$ cat config.mk
export PLATFORM = sky130hd
export DESIGN_NAME = lps_ctrl
export DESIGN_NICKNAME = d
export VERILOG_FILES = /design/src/hdl/lps_pkg.sv /design/src/hdl/lps_ctrl.sv
export SDC_FILE = /design/constraint.sdc
export NUM_CORES = 1
export LEC_CHECK = 0
export BUFFER_PORTS_ARGS = -buffer_cell sky130_fd_sc_hd__buf_2
export CELL_PAD_IN_SITES_DETAIL_PLACEMENT = 0
export CELL_PAD_IN_SITES_GLOBAL_PLACEMENT = 1
export CORE_ASPECT_RATIO = 0.7
export CORE_MARGIN = 4
export CORE_UTILIZATION = 35
export CTS_CLUSTER_DIAMETER = 40
export DETAILED_ROUTE_END_ITERATION = 6
export GPL_ROUTABILITY_DRIVEN = 0
export PLACE_DENSITY = 0.7
export SYNTH_ARGS = -nofsm -noshare
export SYNTH_HDL_FRONTEND = slang
export SYNTH_SLANG_ARGS = --single-unit
$ cat constraint.sdc
create_clock -name clk -period 2.88 [get_ports clk]
set_input_delay 0.576 -clock clk [delete_from_list [all_inputs] [get_ports clk]]
set_output_delay 0.576 -clock clk [all_outputs]
set_load 0.01 [all_outputs]
$ cat src/hdl/lps_pkg.sv
`timescale 1ns / 1ps

package lps_pkg;

	// frame store geometry
	localparam int STORE_SIZE = 1024;
	localparam int ADDR_W     = 10;
	localparam int PAGE_W     = 3;
	localparam int HALVES_W   = 2;

	// defaults for top-level parameters
	localparam int DEF_COLUMNS        = 128;
	localparam int DEF_PAGES_PER_HALF = 4;
	localparam int DEF_FULL_PASSES    = 2;

	// slot layout within one page
	localparam int CMD_SLOTS = 3;
	localparam int PAD_SLOTS = 2;
	localparam int SLOT_COL_LOW  = 0;
	localparam int SLOT_COL_HIGH = 1;
	localparam int SLOT_PAGE     = 2;

	// command bytes
	localparam logic [7:0] CMD_COL_LOW    = 8'h00;
	localparam logic [7:0] CMD_COL_HIGH   = 8'h10;
	localparam logic [7:0] CMD_PAGE       = 8'hB0;
	localparam logic [7:0] CMD_DISPLAY_ON = 8'hAF;

	// request modes
	localparam logic [1:0] MODE_WRITE = 2'd0;
	localparam logic [1:0] MODE_FAST  = 2'd1;
	localparam logic [1:0] MODE_FULL  = 2'd2;
	localparam logic [1:0] MODE_TICK  = 2'd3;

	typedef struct packed {
		logic [1:0]        mode;
		logic [ADDR_W-1:0] address;
		logic [7:0]        data;
	} lps_req_t;

	typedef struct packed {
		logic [7:0] out_byte;
		logic       is_data;
		logic       burst_end;
		logic       refresh_done;
	} lps_res_t;

	// controller -> datapath
	typedef struct packed {
		logic              clear_we;
		logic              write_we;
		logic              emit;
		logic              use_mem;
		logic [ADDR_W-1:0] rd_addr;
		logic [7:0]        byte_val;
		logic              is_data;
		logic              burst_end;
		logic              done;
	} lps_cmd_t;

	// datapath -> controller
	typedef struct packed {
		logic clear_last;
	} lps_stat_t;

endpackage

$ cat src/hdl/lps_ctrl.sv
`timescale 1ns / 1ps

module lps_ctrl
	import lps_pkg::*;
#(
	parameter int COLUMNS        = DEF_COLUMNS,
	parameter int PAGES_PER_HALF = DEF_PAGES_PER_HALF,
	parameter int FULL_PASSES    = DEF_FULL_PASSES
) (
	input  logic       clk,
	input  logic       arst_n,
	input  logic       start,
	input  logic [1:0] mode,
	input  lps_stat_t  stat,
	output logic       busy,
	output lps_cmd_t   cmd
);

	localparam int SLOT_W  = $clog2(COLUMNS + CMD_SLOTS + 2 * PAD_SLOTS);
	localparam int PCNT_W  = (PAGES_PER_HALF > 1) ? $clog2(PAGES_PER_HALF) : 1;
	localparam int DATA_FIRST = CMD_SLOTS + PAD_SLOTS;
	localparam int DATA_END   = DATA_FIRST + COLUMNS;
	localparam int LAST_SLOT  = DATA_END + PAD_SLOTS - 1;

	localparam logic [PCNT_W-1:0]   LAST_PAGE = PCNT_W'(PAGES_PER_HALF - 1);
	localparam logic [HALVES_W-1:0] FULL_HALVES = HALVES_W'(FULL_PASSES);

	localparam logic ST_CLEAR = 1'b0;
	localparam logic ST_READY = 1'b1;

	logic                state_q, state_d;
	logic                run_q, run_d;
	logic                dop_q, dop_d;
	logic                half_q, half_d;
	logic [HALVES_W-1:0] halves_q, halves_d;
	logic [PCNT_W-1:0]   page_q, page_d;
	logic [SLOT_W-1:0]   slot_q, slot_d;

	logic              accept;
	logic [PAGE_W-1:0] page_num;
	logic              last_slot;
	logic              last_page;
	logic              last_half;

	assign busy   = (state_q == ST_CLEAR);
	assign accept = start && !busy;

	assign page_num  = half_q ? PAGE_W'(PAGES_PER_HALF + int'(page_q)) : PAGE_W'(page_q);
	assign last_slot = (slot_q == SLOT_W'(LAST_SLOT));
	assign last_page = (page_q == LAST_PAGE);
	assign last_half = (halves_q <= HALVES_W'(1));

	always_comb begin
		state_d  = state_q;
		run_d    = run_q;
		dop_d    = dop_q;
		half_d   = half_q;
		halves_d = halves_q;
		page_d   = page_q;
		slot_d   = slot_q;

		cmd          = '0;
		cmd.rd_addr  = ADDR_W'(int'(page_num) * COLUMNS + int'(slot_q) - DATA_FIRST);

		if (state_q == ST_CLEAR) begin
			cmd.clear_we = 1'b1;
			if (stat.clear_last) begin
				state_d = ST_READY;
			end
		end else if (accept) begin
			unique case (mode)
				MODE_WRITE: begin
					cmd.write_we = 1'b1;
				end
				MODE_FAST, MODE_FULL: begin
					if (!run_q) begin
						run_d    = 1'b1;
						dop_d    = (mode == MODE_FULL);
						halves_d = (mode == MODE_FULL) ? FULL_HALVES : HALVES_W'(1);
						page_d   = '0;
						slot_d   = '0;
					end
				end
				MODE_TICK: begin
					if (run_q) begin
						cmd.emit = 1'b1;
						if (dop_q) begin
							dop_d         = 1'b0;
							cmd.byte_val  = CMD_DISPLAY_ON;
							cmd.burst_end = 1'b1;
						end else begin
							priority if (slot_q == SLOT_W'(SLOT_COL_LOW)) begin
								cmd.byte_val  = CMD_COL_LOW;
								cmd.burst_end = 1'b1;
							end else if (slot_q == SLOT_W'(SLOT_COL_HIGH)) begin
								cmd.byte_val  = CMD_COL_HIGH;
								cmd.burst_end = 1'b1;
							end else if (slot_q == SLOT_W'(SLOT_PAGE)) begin
								cmd.byte_val  = CMD_PAGE | {{(8 - PAGE_W){1'b0}}, page_num};
								cmd.burst_end = 1'b1;
							end else if (slot_q < SLOT_W'(DATA_FIRST)) begin
								cmd.is_data = 1'b1;
							end else if (slot_q < SLOT_W'(DATA_END)) begin
								cmd.is_data = 1'b1;
								cmd.use_mem = 1'b1;
							end else begin
								cmd.is_data   = 1'b1;
								cmd.burst_end = last_slot;
								cmd.done      = last_slot && last_page && last_half;
							end

							if (last_slot) begin
								slot_d = '0;
								if (last_page) begin
									page_d = '0;
									half_d = ~half_q;
									if (last_half) begin
										halves_d = '0;
										run_d    = 1'b0;
									end else begin
										halves_d = halves_q - 1'b1;
									end
								end else begin
									page_d = page_q + 1'b1;
								end
							end else begin
								slot_d = slot_q + 1'b1;
							end
						end
					end
				end
			endcase
		end
	end

	always_ff @(posedge clk or negedge arst_n) begin
		if (!arst_n) begin
			state_q  <= ST_CLEAR;
			run_q    <= 1'b0;
			dop_q    <= 1'b0;
			half_q   <= 1'b0;
			halves_q <= '0;
			page_q   <= '0;
			slot_q   <= '0;
		end else begin
			state_q  <= state_d;
			run_q    <= run_d;
			dop_q    <= dop_d;
			half_q   <= half_d;
			halves_q <= halves_d;
			page_q   <= page_d;
			slot_q   <= slot_d;
		end
	end

endmodule

# Word level (Yosys, flattened, before mapping)
# Index checks and enable logic that the tools add are counted.
[totals] ff_bits=16 in_bits=6 output_inout_bits=26 elab_cells=109
[op_classes] add_sub_neg=6 n_lt_le_gt_ge=3 n_eq_ne=12 n_mux=65 n_bitwise=3 n_reduce_logical=13
[ops] operator="$mux W8" count=8
[ops] operator="$mux W11" count=4
[ops] operator="$mux W2" count=16
[ops] operator="$mux W1" count=29
[ops] operator="$pmux W8 S2" count=1
[ops] operator="$reduce_and A7 Y1" count=2
[ops] operator="$add A10 B8 Y10" count=1
[ops] operator="$ne A2 B2 Y1 const B" count=5
[ops] operator="$sub A10 B3 Y10 const B" count=1
[ops] operator="$mux W3" count=3
[ops] operator="$add A8 B1 Y8 const B" count=1
[ops] operator="$eq A8 B1 Y1 const B" count=1
[ops] operator="$eq A8 B2 Y1 const B" count=1
[ops] operator="$eq A8 B8 Y1 const B" count=1
[ops] operator="$logic_not A8 Y1" count=1
[ops] operator="$lt A8 B3 Y1 const B" count=1
[ops] operator="$lt A8 B8 Y1 const B" count=1
[ops] operator="$pmux W2 S2" count=2
[ops] operator="$reduce_and A8 Y1" count=1
[ops] operator="$eq A2 B2 Y1 const B" count=3
[ops] operator="$reduce_and A6 Y1" count=1
[ops] operator="$reduce_and A5 Y1" count=1
[ops] operator="$pmux W1 S2" count=2
[ops] operator="$add A3 B2 Y3 const A" count=1
[ops] operator="other kinds (10)" count=14

# Logic depth before layout (Yosys ltp)
# Gate-level depths: netlist of the first run.
[depth] ltp_word=13 depth_mapped=8 mapped_depth_nobuf=8

# Worst setup path before layout of the first run
# No wires, ideal clock.
[synth_timing] path_kind="flip-flop to output port" startpoint="reg slot_q[1]" endpoint="out cmd[20] (netlist name)" arrival_time_ps=1833 required_time_ps=2304 slack_ps=471 path_stages_with_launch=9 n_path_buf=0 cell_sequence="dfrtp_1 inv_1 ha_1 inv_1 fa_1 nor2b_1 o221ai_1 a21oi_1 xnor2_1"
[synth_lines] item="start: declaration" line_no="lps_ctrl.sv:37" source="logic [SLOT_W-1:0] slot_q, slot_d;"
[synth_lines] item="start signal: assignment" line_no="lps_ctrl.sv:152" source="slot_q <= slot_d;"
[synth_lines] item="end: declaration" line_no="lps_ctrl.sv:16" source="output lps_cmd_t cmd"

==> run metrics, run 1 <==
outcome=complete, no violations; full die area=approximately 5600 um^2; Max rail drop VDD=0.193 mV; total gr overflow=0; Synth async-reset ratio=100%; commonest non-fill, non-tap cell in the layout=buf_2; H-tree Lvls=1; diode count=0; Synth Area in Simple Gates=22.3%; DR pass1 iterations=4; routed vias=1,435; Num CTS Buffers=3; GRT Total Usage=between 15 and 20%; worst hold slack=236 ps; RSZ-0062 raised after global routing=false; clk_lat worst skew=260 ps; CP max FO=5; Crit Path Category=reg -> out; Post-Route WL=4.13 mm; Post-route DRC=0; area growth from synthesis to layout=24.6%; Initial DRC Count=124; row count=20; Worst setup EP type=output pin; Worst setup SP type=flop; first-pass GRT wire length=around 7 mm; post-route cell area=1950 um^2; initial antenna violation count=0; largest family of logic cells by synthesized area=simple AND/OR/NAND/NOR gates; met3 Track Usage GR=3.87%; die width=88.0 um; Syn Nets=211; final hold violation count=0; PwrDens=494 nW/um^2; final-layout fill cell count=448; final core occ=45.1%; Hold Path Class=in -> async; XOR/XNOR Fraction of Synth Area=between 7 and 8%; DIE HEIGHT=~64 um; Leak Pwr=roughly 0.95 nW; post-synthesis register bit count=16; Synth Area in Compound Gates=17.9%; Syn Std Cell Area=1570 um^2; Antenna Nets Post-Route=0; clock-pin slew on the worst setup and hold paths=70 ps; met2 usage=22.7%; final setup skew=3.98 ps; crit share post-route=approximately 94%; via/cell ratio=between 5 and 6; post-synth top area cell=dfrtp_1; register area share after synthesis=between 20% and 30%; starting density of the core=36.2%; CTS tree=built; Yosys top cell area share=25.5%; grt met1 use=24.5%; CTS max path bufs=2; Hold Buf Count CTS=0; setup violation total in the final timing report=0; Post-Syn Area per Cell=8.53 um^2; share of cells above drive strength 1=roughly 29%; Worst EP required=2300 ps; adder-cell share of the synthesized area=17.2%; clock root buffer=clkbuf_8; mux cell area share after synthesis=1.44%; number of synthesized flops with an enable pin=0; I/O pins=32; DP Area=1820 um^2; Synth Instances=184; Top Usage Layer GRT=met1; synth unique cells=55; main area contributors after synthesis=dfrtp_1 26%, ha_1 16%, inv_1 5.5%; Worst EP arrival=approximately 2100 ps; IO Port Bufs=30; Post-DP HPWL=3.26 mm; Routed wire per std cell=14.8 um; YS warnings=0; pins over their slew limit=0; f_max=roughly 370 MHz; setup TNS=0 ps; Primary FF master, synth=dfrtp_1; Core ar.=4330 um^2; most frequent cells in the layout=30 x buf_2, 22 x inv_1, 18 x nor2_1; largest net degree at the start of global routing=17; Final min period=2690 ps; final layout net count=252; number of global-route vias before repair=1,419; Clock Sinks=16; Max Cap Viol=0
[registers in the layout (all words and copies together) (netlist names)]
register,cells
run_q,1
slot_q,8
half_q,1
page_q,2
halves_q,2
state_q,1
dop_q,1
[metal layers]
layer	routed length (um)	part of all wire (%)	vias to the layer above
li1	-	-	721
met4	19	0.46	0
met5	0	0	-
met1	2230	54	671
met2	1630	39	39
met3	260	6.3	4
[what timing repair did]
item / in CTS / in global routing
gates resized for setup: 3 / 7
buffers inserted: 1 / 1
setup endpoints to repair: 2 / 8
pin swaps: 1 / 2
[cells by family (layout without fill, tap and decap cells)]
kind of cell / after synthesis / count (layout)
adder cells (fa/ha/maj): 21 / 21
other: 1 / 1
AO/OA/AOI/OAI: 36 / 36
flip-flops: 16 / 16
multiplexers: 2 / 2
XOR/XNOR: 13 / 13
buffers and inverters: 29 / 69
AND/OR/NAND/NOR: 66 / 66
[final cells by class]
| class | instances | area [um^2] | share of cell area [%] |
|---|---|---|---|
| clock buffer | 4 | 55.1 | 2.82 |
| inverter | 23 | 86.3 | 4.42 |
| multi-input combinational | 139 | 1100 | 56.5 |
| timing repair buffer | 42 | 240 | 12.3 |
| tap | 55 | 68.8 | 3.52 |
| sequential | 16 | 400 | 20.5 |
[worst paths after layout]
kind,from,to,slack [ps],cells past startpoint
max,slot_q[1],cmd[20],190,9
min,arst_n,slot_q[0],240,1
max reg2reg,slot_q[0],page_q[0],830,7
min reg2reg,half_q,half_q,520,1
max in group asynchronous,arst_n,slot_q[1],2360,1
min in group clk,stat,state_q,500,2
[cell usage after synthesis, types with 2 or more instances]
cell / count
and3_1: 2
xnor2_1: 8
nand3_1: 3
nand2b_1: 2
nand3b_1: 2
buf_4: 3
nor3_1: 4
nor4_1: 3
nor2_1: 18
nand4_1: 3
clkbuf_1: 2
nand2_1: 14
or2_2: 4
a21o_1: 2
o21a_1: 3
ha_1: 20
o31ai_1: 2
inv_1: 23
or3_1: 2
a21oi_1: 6
xor2_1: 5
o21ai_0: 4
a2111oi_2: 2
dfrtp_1: 16
[stage by stage]
step | cells | setup WS (ps) | total power, mW
global route | 279 | 8.55 | 1.05
CTS | 278 | 21.7 | 0.956
finish | 279 | 186 | 0.965
detailed placement | 273 | 155 | 0.729
floorplan | 184 | 471 | 0.557
global placement | 273 | 246 | 0.733
[power breakdown]
group	switching, mW	internal (mW)
Sequential	0.0284	0.247
Clock	0.0863	0.122
Combinational	0.271	0.211
[critical path, stage by stage, from the launching register on]
cell      delay (ps)
dfrtp_1          390
inv_2            120
ha_4             160
inv_1             50
fa_1             410
nor2b_2          180
o221ai_2         150
a21oi_2          150
xnor2_1          120
buf_2            140
Power figures use the tool's default switching activity.
==> run 2, diff against run 1 <==
--- a/config.mk
+++ b/config.mk
@@ -14,7 +14,7 @@
 export CTS_CLUSTER_DIAMETER = 40
 export DETAILED_ROUTE_END_ITERATION = 6
 export GPL_ROUTABILITY_DRIVEN = 0
-export PLACE_DENSITY = 0.7
+export PLACE_DENSITY = 0.71
 export SYNTH_ARGS = -nofsm -noshare
 export SYNTH_HDL_FRONTEND = slang
 export SYNTH_SLANG_ARGS = --single-unit
==> run 2 against run 1 <==
Against the previous run:
- combinational power down 4%
- non-clock buffer count down 2
- worst hold slack better by 11 ps
- register-to-register slack better by 50 ps
- global-route usage down 0.22 points
- clock-buffer cell count unchanged
- first-iteration DRC count down 40%
- flip-flop and latch count unchanged
- sequential power up 3%
- clock skew up 3.1 ps
- utilization down 0.81 points
- largest cell class unchanged
- highest routed layer unchanged
==> run metrics, run 2 (same netlist as run 1, synthesis figures left out) <==
outcome=complete, no violations; Biggest register=slot_q; Num CTS Buffers=3 (unchanged); Post-DP HPWL=3.16 mm (-2.8%); crit path cell chain=inv_2 > ha_2 > inv_1 > fa_2 > nor2b_2 > o221ai_2 > a21oi_2 > xnor2_1 > buf_2; largest net degree at the start of global routing=17 (unchanged); worst hold slack=247 ps (+11.0 ps); Post-route DRC=0 (unchanged); RSZ-0062 raised after global routing=false; post-route cell area=1920 um^2 (-1.8%); Core ar.=4330 um^2 (unchanged); initial antenna violation count=0 (unchanged); I/O pins=32 (unchanged); DP Area=1810 um^2 (-0.82%); CP peak stage delay=390 ps (-20 ps); diode count=0 (unchanged); dpl ws=169 ps (+14.2 ps); final setup skew=7.08 ps (+3.10 ps); share of cells above drive strength 1=29.7% (+0.71 points); Initial DRC Count=75 (-40%); FF+latch area=402 um^2 (+0.31%); Regs by FF count=slot_q: 8 flops, halves_q: 2 flops, page_q: 2 flops; final hold violation count=0 (unchanged); Final min period=2750 ps (+52.3 ps); most frequent cells in the layout=30 x buf_2, 21 x inv_1, 18 x nor2_1, 18 x ha_1, 15 x dfrtp_1; Antenna Nets Post-Route=0 (unchanged); setup violation total in the final timing report=0 (unchanged); final layout net count=250 (-0.79%); Reg2Reg Depth=7 (unchanged); Routed wire per std cell=14.9 um (+0.50%); crit share post-route=95.4% (+1.8 points); H-tree Lvls=1 (unchanged); via/cell ratio=5.19 (+1.0%); clk_lat worst skew=260 ps (about the same); first-pass GRT wire length=6.98 mm (-0.98%); f_max=364 MHz (-1.9%); die width=88.0 um (unchanged); reg2reg setup slack=880 ps (+50 ps); max FFs per register=8 (unchanged); total gr overflow=0 (unchanged); clock root buffer=clkbuf_8; CTS tree=built; starting density of the core=36.2% (unchanged); Worst EP required=2300 ps (about the same); Worst setup EP type=output pin; Max Cap Viol=0 (unchanged); Post-Route WL=4.12 mm (-0.22%); multi-input combinational cell area=1080 um^2 (-1.9%); routed vias=1,439 (+0.28%); Hold Path Class=in -> async; setup TNS=0 ps (unchanged); Power Total=960 uW (-0.55%); full die area=5640 um^2 (unchanged); PwrDens=500 nW/um^2 (+1.3%); Crit Path Category=reg -> out; DIE HEIGHT=64.0 um (unchanged); worst reg2reg endpoint=page_q[0]; DR pass1 iterations=5 (+1); FF-to-FF Start=slot_q[0]; CTS max path bufs=2 (unchanged); Max rail drop VDD=0.245 mV (+27%); slowest CP cell=dfrtp_1; Worst EP arrival=2170 ps (+50 ps); pins over their slew limit=0 (unchanged); area growth from synthesis to layout=22.3%; row count=20 (unchanged); Leak Pwr=0.932 nW (-1.6%); IO Port Bufs=30 (unchanged); final-layout fill cell count=450 (+0.45%); commonest non-fill, non-tap cell in the layout=buf_2; Worst setup SP type=flop; number of global-route vias before repair=1,376 (-3.0%); CP max FO=5 (unchanged); clock-pin slew on the worst setup and hold paths=80 ps (about the same); GRT Total Usage=15.6% (-0.22 points); Clock Sinks=16 (unchanged); Worst Setup Slack, final=134 ps (-52.3 ps)
## run 2: area by class of cell
cell class	count	share of cell area (%)
Timing Repair Buffer	40	11.7
Clock buffer	4	2.87
Multi-Input combinational cell	139	56.4
Inverter	23	4.50
Sequential cell	16	20.9
Tap cell	55	3.59
## run 2: where the power goes
| part | internal [mW] | switching (mW) | leakage [nW] |
|---|---|---|---|
| clock | 0.122 | 0.0919 | 0.0288 |
| combinational | 0.202 | 0.261 | 0.704 |
| sequential | 0.248 | 0.0349 | 0.199 |
## run 2: what timing repair did
action | 4_1_cts | 5_1_grt
setup buffers | 0 | 2
pin swaps | 1 | 1
hold buffers | 0 | 0
setup endpoints to repair | 2 | 4
resized for setup | 4 | 7
## run 2: per-layer routing
metal | vias to the layer above | wire length [um] | global-route usage, %
met2 | 36 | 1670 | 21.4
met1 | 675 | 2170 | 25.1
met4 | 0 | 15 | 1.70
met3 | 4 | 268 | 3.61
li1 | 724 | - | -
met5 | - | 0 | 0
## run 2: worst max-delay path by stage
| stage | startpoint | to | slack (ps) | cells after the start |
|---|---|---|---|---|
| after floorplan | slot_q[1] | cmd[20] | 470 | 8 |
| after global placement | slot_q[1] | cmd[20] | 250 | 9 |
| after detailed placement | slot_q[1] | cmd[20] | 170 | 9 |
| after CTS | slot_q[1] | cmd[20] | 10 | 9 |
| after global routing | slot_q[1] | cmd[20] | 3 | 9 |
| final | slot_q[1] | cmd[20] | 130 | 9 |
## run 2: worst max-delay path: cells and delay by family, from the launching register on
family	cells	cell delay, ps
DFF	1	390
adders and majority gates	2	590
AOI/OAI and AO/OA	2	320
xor gates and xnor gates	1	120
buffers and inverters	3	320
and+or+nand+nor	1	180
## run 2: through the flow
stage                     util, %  cells
final                        44.3    277
after global routing         44.3    277
after CTS                    43.3    275
after detailed placement     41.7    271
after global placement       41.7    271
after floorplan                 -    184
